==> config.mk <==
export PLATFORM = sky130hd
export DESIGN_NAME = pisc_ctrl
export DESIGN_NICKNAME = d
export VERILOG_FILES = /design/src/sv/pisc_pkg.sv /design/src/sv/pisc_ctrl.sv
export SDC_FILE = /design/constraint.sdc
export NUM_CORES = 1
export LEC_CHECK = 0
export BUFFER_PORTS_ARGS = -buffer_cell sky130_fd_sc_hd__buf_2
export CAP_MARGIN = 15
export CORE_MARGIN = 4
export CORE_UTILIZATION = 46
export DETAILED_ROUTE_END_ITERATION = 16
export GPL_TIMING_DRIVEN = 0
export PLACE_DENSITY = 0.72
export SYNTH_ARGS = -nofsm -noshare
export SYNTH_HDL_FRONTEND = slang
export SYNTH_SLANG_ARGS = --single-unit
==> constraint.sdc <==
create_clock -name clk -period 1.8 [get_ports clk]
set_clock_uncertainty 0.2 [all_clocks]
set_input_delay 0.27 -clock clk [delete_from_list [all_inputs] [get_ports clk]]
set_output_delay 0.27 -clock clk [all_outputs]
set_load 0.02 [all_outputs]
==> src/sv/pisc_pkg.sv <==
// Shared types, constants and elaboration-time functions for the PID and
// iteration step size controller. No dependencies.
package pisc_pkg;

	localparam int STEP_W     = 40;
	localparam int ITER_W     = 8;
	localparam int ERR_W      = 32;
	localparam int CASE_W     = 2;
	localparam int CFG_IDX_W  = 3;
	localparam int CFG_DATA_W = 40;
	localparam int DIV_W      = 64;
	localparam int DVS_W      = 32;
	localparam int LOG_W      = 21;
	localparam int ACC_W      = 43;
	localparam int CNT_W      = 6;

	localparam logic [CFG_IDX_W-1:0] CFG_TOLERANCE   = 3'd0;
	localparam logic [CFG_IDX_W-1:0] CFG_TARGET_ITER = 3'd1;
	localparam logic [CFG_IDX_W-1:0] CFG_DECAY       = 3'd2;
	localparam logic [CFG_IDX_W-1:0] CFG_GROWTH      = 3'd3;
	localparam logic [CFG_IDX_W-1:0] CFG_MIN_STEP    = 3'd4;

	localparam logic [ERR_W-1:0]  TOL_RESET    = 32'd26843546;
	localparam logic [7:0]        TARGET_RESET = 8'd8;
	localparam logic [15:0]       DAMP_RESET   = 16'd4096;
	localparam logic [STEP_W-1:0] STEP_MAX     = {STEP_W{1'b1}};

	localparam logic [CASE_W-1:0] PC_OVER_TOL  = 2'd0;
	localparam logic [CASE_W-1:0] PC_ZERO_HIST = 2'd1;
	localparam logic [CASE_W-1:0] PC_POWER     = 2'd2;

	// Gains in Q0.20.
	localparam logic [17:0] KP_Q20 = 18'd78643;
	localparam logic [17:0] KI_Q20 = 18'd183501;
	localparam logic [17:0] KD_Q20 = 18'd10486;

	localparam logic [CNT_W-1:0] DIV_LAST  = 6'd63;
	localparam logic [CNT_W-1:0] SQ_LAST   = 6'd15;
	localparam logic [CNT_W-1:0] EXP_LAST  = 6'd15;
	localparam logic [CNT_W-1:0] LSUM_LAST = 6'd2;
	localparam logic [1:0]       LOG_LAST  = 2'd3;

	typedef logic [15:0][31:0] root_tbl_t;

	typedef enum logic [4:0] {
		ST_IDLE,
		ST_ITER_MUL,
		ST_ITER_PREP,
		ST_ITER_DIV,
		ST_ITER_FIN,
		ST_PID_DIV_LD,
		ST_PID_DIV,
		ST_MANT,
		ST_LOG_LD,
		ST_LOG_SQ,
		ST_LOG_ST,
		ST_LSUM,
		ST_EXP_LD,
		ST_EXP,
		ST_MUL_LO,
		ST_MUL_HI,
		ST_PID_FIN,
		ST_FINISH
	} pisc_state_t;

	typedef struct packed {
		logic             accept;
		logic             iter_mul;
		logic             iter_prep;
		logic             div_pid;
		logic             div_step;
		logic             iter_fin;
		logic             mant_div;
		logic             log_load;
		logic             log_sq;
		logic             log_store;
		logic             lsum;
		logic             exp_load;
		logic             exp_step;
		logic             fmul_lo;
		logic             fmul_hi;
		logic             pid_fin;
		logic             load_out;
		logic [CNT_W-1:0] cnt;
		logic [1:0]       log_idx;
	} pisc_cmd_t;

	typedef struct packed {
		logic [CASE_W-1:0] pcase;
	} pisc_status_t;

	function automatic longint unsigned isqrt64(longint unsigned v);
		longint unsigned res;
		longint unsigned bv;
		longint unsigned rem;
		res = 0;
		rem = v;
		bv  = 64'h4000_0000_0000_0000;
		while (bv > rem) bv = bv >> 2;
		while (bv != 0) begin
			if (rem >= res + bv) begin
				rem = rem - (res + bv);
				res = (res >> 1) + bv;
			end else begin
				res = res >> 1;
			end
			bv = bv >> 2;
		end
		return res;
	endfunction

	// Entry k holds the Q2.30 factor 2^(2^-(k+1)), built by repeated roots.
	function automatic root_tbl_t root_table();
		root_tbl_t       tbl;
		longint unsigned c;
		c = 64'h8000_0000;
		for (int k = 0; k < 16; k++) begin
			c = isqrt64(c << 30);
			tbl[k] = c[31:0];
		end
		return tbl;
	endfunction

endpackage

==> src/sv/pisc_ctrl.sv <==
// Sequencer of the step controller: walks the datapath through one item.
// Depends on pisc_pkg.
module pisc_ctrl import pisc_pkg::*; (
	input  logic         clk,
	input  logic         arst_n,
	input  logic         in_valid,
	output logic         in_ready,
	output logic         out_valid,
	input  logic         out_ready,
	input  pisc_status_t status,
	output pisc_cmd_t    cmd
);
	pisc_state_t      state_q, state_d;
	logic [CNT_W-1:0] cnt_q;
	logic [1:0]       log_idx_q;
	logic             out_valid_q;
	logic             out_free;

	assign out_free = !out_valid_q || out_ready;

	always_comb begin
		state_d = state_q;
		unique case (state_q)
			ST_IDLE:       if (in_valid) state_d = ST_ITER_MUL;
			ST_ITER_MUL:   state_d = ST_ITER_PREP;
			ST_ITER_PREP:  state_d = ST_ITER_DIV;
			ST_ITER_DIV:   if (cnt_q == DIV_LAST) state_d = ST_ITER_FIN;
			ST_ITER_FIN: begin
				unique case (status.pcase)
					PC_OVER_TOL:  state_d = ST_PID_DIV_LD;
					PC_ZERO_HIST: state_d = ST_PID_FIN;
					default:      state_d = ST_LOG_LD;
				endcase
			end
			ST_PID_DIV_LD: state_d = ST_PID_DIV;
			ST_PID_DIV:    if (cnt_q == DIV_LAST) state_d = ST_MANT;
			ST_MANT:       state_d = ST_MUL_LO;
			ST_LOG_LD:     state_d = ST_LOG_SQ;
			ST_LOG_SQ:     if (cnt_q == SQ_LAST) state_d = ST_LOG_ST;
			ST_LOG_ST:     state_d = (log_idx_q == LOG_LAST) ? ST_LSUM : ST_LOG_LD;
			ST_LSUM:       if (cnt_q == LSUM_LAST) state_d = ST_EXP_LD;
			ST_EXP_LD:     state_d = ST_EXP;
			ST_EXP:        if (cnt_q == EXP_LAST) state_d = ST_MUL_LO;
			ST_MUL_LO:     state_d = ST_MUL_HI;
			ST_MUL_HI:     state_d = ST_PID_FIN;
			ST_PID_FIN:    state_d = ST_FINISH;
			ST_FINISH:     if (out_free) state_d = ST_IDLE;
			default:       state_d = ST_IDLE;
		endcase
	end

	always_comb begin
		cmd         = '0;
		cmd.cnt     = cnt_q;
		cmd.log_idx = log_idx_q;
		in_ready    = 1'b0;
		unique case (state_q)
			ST_IDLE: begin
				in_ready   = 1'b1;
				cmd.accept = in_valid;
			end
			ST_ITER_MUL:   cmd.iter_mul  = 1'b1;
			ST_ITER_PREP:  cmd.iter_prep = 1'b1;
			ST_ITER_DIV:   cmd.div_step  = 1'b1;
			ST_ITER_FIN:   cmd.iter_fin  = 1'b1;
			ST_PID_DIV_LD: cmd.div_pid   = 1'b1;
			ST_PID_DIV:    cmd.div_step  = 1'b1;
			ST_MANT:       cmd.mant_div  = 1'b1;
			ST_LOG_LD:     cmd.log_load  = 1'b1;
			ST_LOG_SQ:     cmd.log_sq    = 1'b1;
			ST_LOG_ST:     cmd.log_store = 1'b1;
			ST_LSUM:       cmd.lsum      = 1'b1;
			ST_EXP_LD:     cmd.exp_load  = 1'b1;
			ST_EXP:        cmd.exp_step  = 1'b1;
			ST_MUL_LO:     cmd.fmul_lo   = 1'b1;
			ST_MUL_HI:     cmd.fmul_hi   = 1'b1;
			ST_PID_FIN:    cmd.pid_fin   = 1'b1;
			ST_FINISH:     cmd.load_out  = out_free;
			default: ;
		endcase
	end

	always_ff @(posedge clk or negedge arst_n) begin
		if (!arst_n) begin
			state_q     <= ST_IDLE;
			cnt_q       <= '0;
			log_idx_q   <= '0;
			out_valid_q <= 1'b0;
		end else begin
			state_q <= state_d;
			// Each loop state counts its own iterations from zero.
			cnt_q   <= (state_d == state_q) ? cnt_q + 1'b1 : '0;
			if (cmd.accept) begin
				log_idx_q <= '0;
			end else if (cmd.log_store) begin
				log_idx_q <= log_idx_q + 1'b1;
			end
			if (cmd.load_out) begin
				out_valid_q <= 1'b1;
			end else if (out_ready) begin
				out_valid_q <= 1'b0;
			end
		end
	end

	assign out_valid = out_valid_q;
endmodule

==> reports/qor.txt <==
number of port buffers: 32
DR pass1 iterations: 5
Crit. End Element: primary output
pwr dens: 1110 nW/µm²
syn_nets: 148
worst hold stages: 3
pre-CTS worst setup slack: -0.324 ns
Final ANT Viol Nets: 0
xor-xnor portion of the synthesized cell area: 4.69%
Synth-to-Final Area Change: 90.5%
total gr overflow: 0
Skew-Pair Late Insertion Delay: 0.30 ns
GP Congestion: 0.901
mux cell area share after synthesis: 0.894%
layout cells sized above 1: 65.4%
max cap viols: 0
Post-Place Cells: 199
worst r2r path cells: 7
flip-flop and latch area: 357 µm²
Final Max Tran Viols: 0
Routed WL: 5500 µm
I/O pin total: 33
critical path peak fanout: 5
Post-Layout Cell Count: 239
most used flip-flop cell after synthesis: dfrtp_1
Clock Pin Slew Worst Setup and Hold Paths: 0.10 ns
simple-gate share of the synthesized area: 35.6%
worst-case vdd ir drop: 1430 µV
Tot GR Track Use: 27.0%
top cell type's share of synthesized area: 31.3%
Initial DRC Count: 164
delay-heaviest family, CP: simple AND/OR/NAND/NOR gates
Routed WL per cell: 23.0 µm
DRC: 0
CP max stage delay: 0.42 ns
worst setup margin: -0.354 ns
clk sinks: 14
clk root buf: clkbuf_4
async set-reset flop share out of synthesis: 100%
initial antenna violation count: 0
Yosys top cell by area: dfrtp_1
Post-synth EDFFs: 0
post-DP HPWL: 2410 µm
synth top area cells: dfrtp_1, nor2_1, nand2_1
Post-Synthesis Cells: 139
RSZ-0062 raised after global routing: true
largest net degree at the start of global routing: 15
top-count cell post-synth: nor2_1
Synth Area in Compound Gates: 18.1%
adder-cell share of the synthesized area: 3.35%
Setup TNS: -5.89 ns
Final min period: 2.15 ns
H-tree levels: 1
Synth Warn #: 0
Die X: 57.3 µm
Fin. Hold Viols: 0
violated checks: setup timing
Worst Path Required: 1.33 ns
core area: 2250 µm²
first-pass GRT wire length: 6950 µm
Worst EP arrival: 1.68 ns
Initial Util: 49.7%
Max Freq: 464 MHz
Bufs on Longest Clock Path: 2
top cells by count, synth: nor2_1, nand2_1, dfrtp_1
CTS buffer count: 3
Post-Syn Area per Cell: 8.06 µm²
CTS tree: done
fin crit share: 120%
status: complete, but fails checks
Critical path buffers and inverters: 2
leakage: 0.904 nW
Hold Crit Class: in2reg
Slowest-stage cell, CP: or3_4
Die Y: 57.3 µm
WS Path Type: reg2out
count of cell types in the netlist: 48
Rel. slew slack: 73.6%
vias in the first global route: 1371
setup violators final: 28
Via density: 6.65
critical path cell sequence: buf_6, or3_4, nor2_4, and2_4, buf_6
# diodes: 0
Least-Margin Pin Slew: 0.395 ns
register bit total from synthesis: 14
main combinational cell family by area after synthesis: simple AND/OR/NAND/NOR gates
fillcell total: 59
Die ar.: 3290 µm²
Mapped Area: 1120 µm²
footprint of the multi-input gates: 1010 µm²
Min Hold Slack: 0.0946 ns
CP dominant cell by count: buf_6
nets@finish: 221
Crit path depth: 5
sequential area share after synthesis: 31.3%
# rows: 17
Worst Setup Start Kind: register
via count: 1589
-- worst reg2reg max path: cells and delay by family (launching register included) --
kind	cells	cell delay, ns
and+or+nand+nor	3	0.57
AOI/OAI and AO/OA	2	0.43
DFF	1	0.42
buffers and inverters	2	0.34
-- sequential cells by signal, indices dropped and copies added (netlist names) --
name,count
cnt_q,6
state_q,5
log_idx_q,2
out_valid,1
-- final cells by class --
class	count	share of cell area, %
plain buffers	8	3.93
clock buffers	4	1.70
inverters	4	0.880
multi-input cells	112	47.4
flip-flops and latches	14	16.7
well taps	28	1.64
repair buffers	69	27.7
-- repair_timing --
| item | 4_1_cts | 5_1_grt |
|---|---|---|
| endpoints found under the hold margin | 14 | 0 |
| hold buffers | 1 | 0 |
| gates cloned | 0 | 1 |
| setup buffers | 23 | 12 |
| endpoints found under the setup margin | 25 | 27 |
| resized for setup | 54 | 53 |
| pin swaps | 11 | 18 |
-- through the flow --
stage / power [mW] / cell area, µm² / utilization (%)
after floorplan: 1.06 / 1170 / -
after global placement: 1.25 / 1370 / 60.6
after detailed placement: 1.28 / 1370 / 60.6
after CTS: 1.96 / 1810 / 80.5
after global routing: 2.45 / 2130 / 94.6
final: 2.37 / 2130 / 94.6
-- power by group --
group	internal, mW	switching, mW
combinational	0.729	0.920
clock	0.124	0.125
sequential	0.374	0.0937
-- per-layer routing --
layer	GRT usage [%]	routed length (µm)
met4	8.94	410
met3	4.07	613
met2	49.0	2590
met5	0	0
met1	32.0	1890
-- cells by family (layout without fill, tap and decap cells) --
family          after synthesis  after routing
compound gates               27             27
xor+xnor                      6              6
fa+ha+maj                     3              3
buf+inv                      13             85
flops                        14             14
mux                           1              1
simple gates                 75             75
-- final timing paths --
| path | slack, ns | end | from |
|---|---|---|---|
| max reg2reg | -0.27 | cnt_q[0]$_DFF_PN0_ | state_q[2]$_DFF_PN0_ |
| min reg2reg | 0.42 | cnt_q[0]$_DFF_PN0_ | cnt_q[0]$_DFF_PN0_ |
| min | 0.09 | state_q[4]$_DFF_PN0_ | status[0] |
| min in group asynchronous | 0.22 | cnt_q[3]$_DFF_PN0_ | arst_n |
| max in group asynchronous | 0.89 | log_idx_q[0]$_DFFE_PN0P_ | arst_n |
| max | -0.35 | cmd[24] | state_q[3]$_DFF_PN0_ |
-- layout by cell type (no fill, tap or decap), types with 2 or more instances in the layout --
cell and instances:
buf_4 33, buf_6 25, buf_2 15, nand2_1 12, nor2_1 11, nor2_4 10, dfrtp_1 9, a21oi_1 5
nor3_2 5, dfrtp_2 5, o21ai_0 4, nand3_1 4, xnor2_1 4, inv_2 3, nand2_4 3, nand3b_1 3
o211ai_1 3, clkbuf_4 3, nand2b_4 2, nor3b_4 2, and3_1 2, nand3_2 2, nor2b_1 2, xor2_1 2
nor4b_2 2, ha_4 2
Note: power is estimated with default switching activity, not from simulation.
